===== src/hw/rtl/tkrw_pkg.sv =====
// ---------------------------------------------------------------------------
// tkrw_pkg: shared types and constants of the token replay window check
// Holds the input and result word layouts, the verdict codes and the
// command and status groups between the controller and the datapath.
// ---------------------------------------------------------------------------
`default_nettype none

package tkrw_pkg;

    // Width of one nonce as stored in the window.
    localparam int NONCE_W = 128;

    // Verdict codes.
    localparam logic [2:0] VERDICT_OK        = 3'd0;
    localparam logic [2:0] VERDICT_EXPIRED   = 3'd1;
    localparam logic [2:0] VERDICT_PROCESS   = 3'd2;
    localparam logic [2:0] VERDICT_SIGNATURE = 3'd3;
    localparam logic [2:0] VERDICT_REPLAY    = 3'd4;

    // One token check.
    typedef struct packed {
        logic [63:0] now_seconds;
        logic [63:0] expiry_seconds;
        logic [31:0] token_process;
        logic [31:0] request_process;
        logic        signature_valid;
        logic [63:0] nonce_low;
        logic [63:0] nonce_high;
    } in_word_t;

    // One verdict.
    typedef struct packed {
        logic [2:0] verdict;
        logic [7:0] window_fill;
    } out_word_t;

    // Commands from the controller to the datapath.
    typedef struct packed {
        logic capture;
        logic check;
        logic start_scan;
        logic scan_step;
        logic mark_replay;
        logic append;
        logic load_out;
    } cmd_t;

    // Status from the datapath to the controller.
    typedef struct packed {
        logic early_fail;
        logic window_empty;
        logic hit;
        logic scan_last;
        logic out_free;
    } status_t;

endpackage

`default_nettype wire


===== src/hw/rtl/tkrw_ctrl.sv =====
// ---------------------------------------------------------------------------
// tkrw_ctrl: sequencing state machine of the token replay window check
// Steps one word through capture, early checks, window scan, append and
// result hand-off, driving the datapath by commands.
// ---------------------------------------------------------------------------
`default_nettype none

module tkrw_ctrl (
    input  wire logic              clk,
    input  wire logic              rst_n,
    input  wire logic              in_valid,
    output logic                   in_ready,
    input  wire tkrw_pkg::status_t status,
    output tkrw_pkg::cmd_t         cmd
);

    typedef enum logic [4:0] {
        ST_IDLE   = 5'b00001,
        ST_CHECK  = 5'b00010,
        ST_SCAN   = 5'b00100,
        ST_APPEND = 5'b01000,
        ST_DONE   = 5'b10000
    } state_t;

    state_t state_reg, state_next;

    // Transitions and commands.
    always_comb
    begin
        state_next = state_reg;
        cmd        = '0;
        in_ready   = 1'b0;
        unique case (state_reg)
            ST_IDLE:
            begin
                in_ready = 1'b1;
                if (in_valid)
                begin
                    cmd.capture = 1'b1;
                    state_next  = ST_CHECK;
                end
            end
            ST_CHECK:
            begin
                cmd.check = 1'b1;
                if (status.early_fail)
                begin
                    state_next = ST_DONE;
                end
                else if (status.window_empty)
                begin
                    state_next = ST_APPEND;
                end
                else
                begin
                    cmd.start_scan = 1'b1;
                    state_next     = ST_SCAN;
                end
            end
            ST_SCAN:
            begin
                if (status.hit)
                begin
                    cmd.mark_replay = 1'b1;
                    state_next      = ST_DONE;
                end
                else if (status.scan_last)
                begin
                    state_next = ST_APPEND;
                end
                else
                begin
                    cmd.scan_step = 1'b1;
                end
            end
            ST_APPEND:
            begin
                cmd.append = 1'b1;
                state_next = ST_DONE;
            end
            ST_DONE:
            begin
                if (status.out_free)
                begin
                    cmd.load_out = 1'b1;
                    state_next   = ST_IDLE;
                end
            end
            default:
            begin
                state_next = ST_IDLE;
            end
        endcase
    end

    // State register.
    always_ff @(posedge clk or negedge rst_n)
    begin
        if (!rst_n)
        begin
            state_reg <= ST_IDLE;
        end
        else
        begin
            state_reg <= state_next;
        end
    end

    // A word is taken only when the sequencer is idle; it then moves on to the check step.
    a_capture_idle: assert property (@(posedge clk) disable iff (!rst_n)
        cmd.capture |=> (state_reg == ST_CHECK))
        else $error("capture did not lead to the check step");

    // Appending and marking a replay never happen for the same word.
    a_append_after_miss: assert property (@(posedge clk) disable iff (!rst_n)
        cmd.mark_replay |=> !cmd.append)
        else $error("replayed nonce appended");

    // A result is loaded only when the result register can take it.
    a_load_free: assert property (@(posedge clk) disable iff (!rst_n)
        cmd.load_out |-> status.out_free)
        else $error("result loaded over a pending result");

endmodule

`default_nettype wire


===== config.mk =====
export PLATFORM = sky130hd
export DESIGN_NAME = tkrw_ctrl
export DESIGN_NICKNAME = d
export VERILOG_FILES = /design/src/hw/rtl/tkrw_pkg.sv /design/src/hw/rtl/tkrw_ctrl.sv
export SDC_FILE = /design/constraint.sdc
export NUM_CORES = 1
export LEC_CHECK = 0
export ABC_AREA = 1
export ABC_CLOCK_PERIOD_IN_PS = 1300
export BUFFER_PORTS_ARGS = -buffer_cell sky130_fd_sc_hd__buf_2
export CORE_AREA = 2 2 39 41
export CTS_CLUSTER_DIAMETER = 30
export DETAILED_ROUTE_END_ITERATION = 8
export DIE_AREA = 0 0 41 43
export GPL_TIMING_DRIVEN = 1
export PLACE_DENSITY = 0.6
export SETUP_SLACK_MARGIN = 0.02
export SYNTH_ARGS = -nofsm -noshare
export SYNTH_HDL_FRONTEND = slang
export SYNTH_SLANG_ARGS = --single-unit

===== constraint.sdc =====
create_clock -name clk -period 1.3 [get_ports clk]
set_input_delay 0.195 -clock clk [delete_from_list [all_inputs] [get_ports clk]]
set_output_delay 0.195 -clock clk [all_outputs]
set_load 0.01 [all_outputs]

==> Yosys cells after proc, flatten, opt, wreduce, memory -nomap -nowiden <==
Cells that the tools add are included.
{ "word_totals": {"regBits": 5, "out_inout_bits": 8, "elab_cells": 30} }
{ "op_classes": {"eq_ne": 8, "mux": 20, "n_reduce_logical": 1} }
{ "op_table": {"columns": ["operator", "n"], "rows": [
  ["$mux W5", 5],
  ["$pmux W5 S5", 1],
  ["$mux W1", 11],
  ["$eq A5 B1 Y1 const B", 1],
  ["$eq A5 B2 Y1 const B", 1],
  ["$eq A5 B3 Y1 const B", 1],
  ["$eq A5 B4 Y1 const B", 1],
  ["$eq A5 B5 Y1 const B", 1],
  ["$mux W2", 2],
  ["$mux W4", 1],
  ["$ne A2 B2 Y1 const B", 2],
  ["$ne A3 B3 Y1 const B", 1],
  ["$reduce_and A3 Y1", 1]
]} }

==> Longest topological paths before layout <==
Gate-level depths: netlist of the first run.
{ "logic_depth": {"ltp_word": 3, "depth_mapped": 7, "depth_no_buf": 7} }

==> Worst setup path before layout of the first run <==
Ideal clock, no wire load.
{ "synth_path": {"path_type": "register -> output", "startpoint": "register state_reg[0]", "endpoint": "output port cmd[6] (netlist bit)", "arrival_ns": 0.961, "required_time_ns": 1.105, "setup_slack_ns": 0.144, "path_stages_with_launch": 5, "cell_sequence": "dfstp_2 -> inv_1 -> nor2_1 -> nand2_1 -> nor2_1"} }
{ "synth_lines": {"columns": ["item", "line_no", "text"], "rows": [
  ["start: declaration", "tkrw_ctrl.sv:25", "state_t state_reg, state_next;"],
  ["start signal: assignment", "tkrw_ctrl.sv:105", "state_reg <= state_next;"],
  ["end: declaration", "tkrw_ctrl.sv:14", "output tkrw_pkg::cmd_t cmd"]
]} }

==> impl_metrics.tcl, run 1 <==
set metrics [dict create \
    postLayoutCellArea_sq_um 674 \
    antenna_found_initial 0 \
    post_dp_cell_area_sq_um 473 \
    ys.flop_type "dfrtp_1" \
    yosysUniqueCellTypes 16 \
    powerDensity_nw_per_um2 1700 \
    avgRoutedWirePerCell_microns 10.5 \
    finalHoldViolations 0 \
    run_status "finished, violations left" \
    grt_max_degree 6 \
    hold_depth 3 \
    antennaDiodeCount 0 \
    min_path_type "in2reg" \
    vias 454 \
    min_period_ns 1.42 \
    cp.required_ns 1.11 \
    synth_edf_count 0 \
    synth-seq-cells 5 \
    gp_congestion 0.769 \
    nNetsFinal 100 \
    drv_cap 0 \
    areaGrowthSynthToFinish_pct 82.1 \
    hold_ws_ns 0.246 \
    die_w_microns 41 \
    violations "setup timing" \
    gr-total-overflow 0 \
    reg2regPathDepth 8 \
    largest_register_ffs 5 \
    io_pins 16 \
    antenna_left 0 \
    drt_iter0_drc 5 \
    pre_cts_slack_ns 0.0366 \
    critPathLaunchType "flip-flop" \
    dpl.hpwl_microns 646 \
    via_per_inst 4.24 \
    relSlewSlack_pct 86.2 \
    die_height_microns 43 \
    portBuffers 15 \
    synth_nets 65 \
    dieArea_sq_um 1760 \
    end_kind "primary output" \
    wl_microns 1130 \
    drc 0 \
    async_flop_share_pct 100 \
    worst_slack_ns -0.116 \
    clockBufferDepth 2 \
    setup_viol_count_final 9 \
    groute.usage.overall_pct 14.6 \
    finalPower_uw 1140 \
    p_leak_uw 0.000415 \
    peakVddDrop_v 0.000671 \
    tritoncts "yes" \
    layout-drive-gt1-share_pct 60.4 \
    syn_inst 57 \
    fillerInstances 143 \
    clk_pin_slew_ns 0.04 \
    synth_warnings 0 \
    yosysSeqAreaShare_pct 34.1 \
    rows 14 \
    arrival_ns 1.22 \
    fin_skew_ns 0.00252 \
    core_area_sq_um 1380 \
    final_util_pct 48.7 \
    numClockSinks 5 \
    initial_utilization_pct 26.8 \
    htree_num_levels 1 \
    syn_area_per_cell_sq_um 6.50 \
    grt_pass1_vias 430 \
    slew_viol_final 0 \
    worst_pin_slew_ns 0.205 \
    max_freq_mhz 706 \
    period_share_pct 109 \
    cp_max_fo 4 \
    grt_pass1_wl_microns 1680 \
    path_class "reg2out" \
    cts_made_buffers 3 \
    rsz0062_at_grt "yes" \
    cts_root_buf "clkbuf_4" \
    clk_latency_ns 0.25 \
    dr.pass1.iters 4 \
    synth_area_sq_um 370 \
]
## synth_stat cells, types with 2 or more instances
master	number	share of area [%]
dfrtp_1	4	27
nor2_4	2	6.1
nand3_1	7	9.5
nor2_2	2	3.4
nand2_1	8	8.1
inv_2	5	5.1
inv_1	11	11
nand2_2	2	3.4
nor2_1	9	9.1
## metrics by stage
step	TNS (ns)	instances
floorplan	0	57
global placement	0	89
detailed placement	0	89
CTS	-0.705	105
global route	-1.25	107
finish	-0.653	107
## worst paths after layout
kind / slack, ns / from / end
worst max-delay path: -0.12 / state_reg[0]$_DFFE_PN1P_ / cmd[3]
worst min-delay path: 0.25 / status[4] / state_reg[4]$_DFFE_PN0P_
worst max register to register: 0 / state_reg[0]$_DFFE_PN1P_ / state_reg[3]$_DFFE_PN0P_
worst min register to register: 0.64 / state_reg[4]$_DFFE_PN0P_ / state_reg[1]$_DFFE_PN0P_
max in group asynchronous: 0.80 / rst_n / state_reg[0]$_DFFE_PN1P_
min in group asynchronous: 0.29 / rst_n / state_reg[1]$_DFFE_PN0P_
## where the power goes
part	internal, uW	switching (uW)
combinational	343	375
clock	116	64.2
sequential	209	36.3
total	668	476
## metal layers
layer	global-route usage, %	share of wire [%]
met3	1.57	3.1
met2	25.6	57
met1	14.5	38
met4	10.0	2.1
met5	0	0
## worst max-delay path, stage by stage, from the launching register on
cell and delay (ns):
dfstp_2 0.53, inv_2 0.06, nand2_4 0.08, nor2_4 0.05
nand3_2 0.09, inv_1 0.04, buf_2 0.13
## cells in the final DEF (no fill, tap or decap), types with 2 or more instances in the layout
cell type   n
buf_2      14
buf_4      13
inv_1      10
nor2_1      8
inv_2       6
nand2_1     5
nor2_4      4
nand3_1     4
nand2_2     3
nand3_2     3
clkbuf_4    3
dfrtp_1     3
nand2_4     2
buf_6       2
## timing repair
action	CTS	global route
endpoints found under the setup margin	8	10
gates cloned	0	0
hold buffers	1	0
pin swaps	5	10
hold endpoints to repair	5	0
resized for setup	12	5
setup buffers	11	2
## cells by family after synthesis
family	count (synthesis)	synth area share [%]
compound gates	3	4.05
buf+inv	16	16.2
flops	5	34.1
simple gates	33	45.6
## layout make-up
class	instances	area, sq um	share of cell area, %
clock buffers	4	26.3	3.90
inverters	16	60.1	8.91
multi-input cells	36	240	35.6
flip-flops and latches	5	128	18.9
well taps	16	20.0	2.97
repair buffers	30	200	29.7
(Power assumes the default switching activity.)
==> inputs of run 2 (changes only) <==
--- a/config.mk
+++ b/config.mk
@@ -9,11 +9,12 @@
 export ABC_CLOCK_PERIOD_IN_PS = 1300
 export BUFFER_PORTS_ARGS = -buffer_cell sky130_fd_sc_hd__buf_2
 export CORE_AREA = 2 2 39 41
-export CTS_CLUSTER_DIAMETER = 30
+export CTS_BUF_LIST = sky130_fd_sc_hd__clkbuf_8
 export DETAILED_ROUTE_END_ITERATION = 8
 export DIE_AREA = 0 0 41 43
 export GPL_TIMING_DRIVEN = 1
 export PLACE_DENSITY = 0.6
+export RECOVER_POWER = 100
 export SETUP_SLACK_MARGIN = 0.02
 export SYNTH_ARGS = -nofsm -noshare
 export SYNTH_HDL_FRONTEND = slang
==> run 2 against run 1 <==
  * Total power fell by 6.6%
  * Setup slack worse by 0.0023 ns
  * Critical path depth rose by 2
  * Flip-flop and latch count stayed put
  * Worst hold slack lost 0.011 ns
  * Cell count shrank 7.5%
  * The run still ends with setup timing left
  * Global-route usage shrank 0.81 points
  * Clock-buffer cell count down 1
  * Clock skew about the same
==> impl_metrics.tcl, run 2 (same netlist as run 1, synthesis figures left out) <==
set metrics [dict create \
    mostFrequentLayoutCells "12 x buf_2, 11 x inv_1, 8 x nor2_1" \
    clk_latency_ns 0.22 \
    internal_power_uw 651 \
    die_height_microns 43 \
    grt_max_degree 6 \
    clk_pin_slew_ns 0.04 \
    antenna_left 0 \
    critPathTopFamily "flip-flops" \
    violations "setup timing" \
    cp.required_ns 1.11 \
    largest_register_ffs 5 \
    reg2regPathDepth 7 \
    grtUsageMet3_pct 3.66 \
    run_status "finished, violations left" \
    hold_depth 3 \
    globalRouteMet1Util_pct 14.2 \
    relSlewSlack_pct 82.8 \
    antenna_found_initial 0 \
    via_per_inst 4.48 \
    dpl.hpwl_microns 646 \
    powerDensity_nw_per_um2 1770 \
    cp.buffers_inverters 4 \
    min_path_type "in2reg" \
    final_util_pct 43.7 \
    io_pins 16 \
    dieArea_sq_um 1760 \
    worst_pin_slew_ns 0.258 \
    wl_microns 992 \
    peakVddDrop_v 0.000613 \
    crit_path_frequent_cell "inv_2" \
    tritoncts "yes" \
    setup_viol_count_final 8 \
    power_frac_comb_pct 51.2 \
    path_class "reg2out" \
    clkPwrFrac_pct 25.7 \
    clockBufferDepth 2 \
    max_freq_mhz 705 \
    antennaDiodeCount 0 \
    slew_viol_final 0 \
    arrival_ns 1.22 \
    p_seq_share_pct 23.1 \
    rows 14 \
    fin_skew_ns 0.00284 \
    crit_chain "inv_2 -> nand2_4 -> nor2_4 -> nand2_1 -> inv_2 -> nand2_2 -> inv_2 -> buf_6" \
    layout_commonest_cell "buf_2" \
    gp_congestion 0.769 \
    dp_cells 89 \
    layout-drive-gt1-share_pct 53.0 \
    end_kind "primary output" \
    vias 444 \
    rr_startpoint "state_reg[0]$_DFFE_PN1P_" \
    grt.busiest_layer "met2" \
    initial_utilization_pct 26.8 \
    r2r-end "state_reg[0]$_DFFE_PN1P_" \
    grt_use_met2_pct 22.2 \
    drv_cap 0 \
    power_switching_uw 417 \
    cts_root_buf "clkbuf_8" \
    period_share_pct 109 \
    worst_slack_ns -0.118 \
    rsz0062_at_grt "yes" \
    hold_end "state_reg[1]$_DFFE_PN0P_" \
    numClockSinks 5 \
    cts_made_buffers 3 \
    core_area_sq_um 1380 \
    htree_num_levels 1 \
    drt_iter0_drc 10 \
    portBuffers 15 \
    cp_max_fo 3 \
    startpoint "state_reg[3]$_DFFE_PN0P_" \
    dr.pass1.iters 4 \
    crit_slowest_cell "dfrtp_1" \
    nNetsFinal 92 \
    fillerInstances 151 \
    groute.usage.overall_pct 13.8 \
    gr-total-overflow 0 \
    r2r_slack_ns 0.03 \
    hold_start "in_valid" \
    avgRoutedWirePerCell_microns 10.0 \
    p_leak_uw 0.000372 \
    finalHoldViolations 0 \
    die_w_microns 41 \
    grt_pass1_wl_microns 1590 \
    areaGrowthSynthToFinish_pct 63.2 \
    critPathMaxStageDelay_ns 0.39 \
    grt_pass1_vias 399 \
    switching_share_pct 39.0 \
    critPathLaunchType "flip-flop" \
    min_period_ns 1.42 \
    drc 0 \
    fin_cells 99 \
]
run 2: what timing repair did:
item | in CTS | in global routing
cloned | 0 | 0
setup buffers | 4 | 1
endpoints found under the hold margin | 5 | 0
setup endpoints to repair | 8 | 9
hold buffers | 1 | 0
pin swaps | 3 | 1
resized for setup | 8 | 4
run 2: final cells by class:
class / instances / area [sq um] / share of cell area (%)
clock buffers: 3 / 41.3 / 6.83
well taps: 16 / 20.0 / 3.31
clock inverters: 1 / 3.75 / 0.621
repair buffers: 22 / 141 / 23.4
multi-input cells: 36 / 210 / 34.8
inverters: 16 / 60.1 / 9.94
flip-flops and latches: 5 / 128 / 21.1
run 2: worst max path at each step:
stage,endpoint,slack (ns),cells after the start
after global routing,cmd[6],-0.19,5
after detailed placement,cmd[6],0.04,5
after global placement,cmd[6],0.05,5
after floorplan,cmd[6],0.14,4
final,cmd[4],-0.12,8
after CTS,cmd[4],-0.12,8
run 2: layer usage:
layer	wire (microns)	vias up
met1	373	197
met2	526	17
met5	0	-
met3	53	6
met4	38	0
li1	-	224
run 2: power by group through the flow:
stage | clock network [uW] | registers (uW) | logic, uW
finish | 274 | 247 | 547
global route | 293 | 255 | 607
global placement | 0 | 238 | 399
floorplan | 0 | 237 | 295
CTS | 277 | 246 | 477
detailed placement | 0 | 241 | 404
run 2: worst register-to-register path, stage by stage (launching register included):
cell and delay [ns]:
dfstp_2 0.53, inv_2 0.04, nand2_2 0.10, nor2_4 0.06, buf_4 0.13, o21ai_0 0.08
nand2_1 0.08, a21oi_1 0.17
run 2: through the flow:
step	total power (uW)	setup TNS (ns)	setup WS (ns)	area, sq um	hold WS [ns]
after CTS	1000	-0.542	-0.117	583	0.233
final	1070	-0.533	-0.118	604	0.235
after detailed placement	645	0	0.0366	473	0.0119
after floorplan	532	0	0.144	370	-0.101
after global placement	638	0	0.0544	473	0.0131
after global routing	1160	-1.24	-0.191	604	0.273
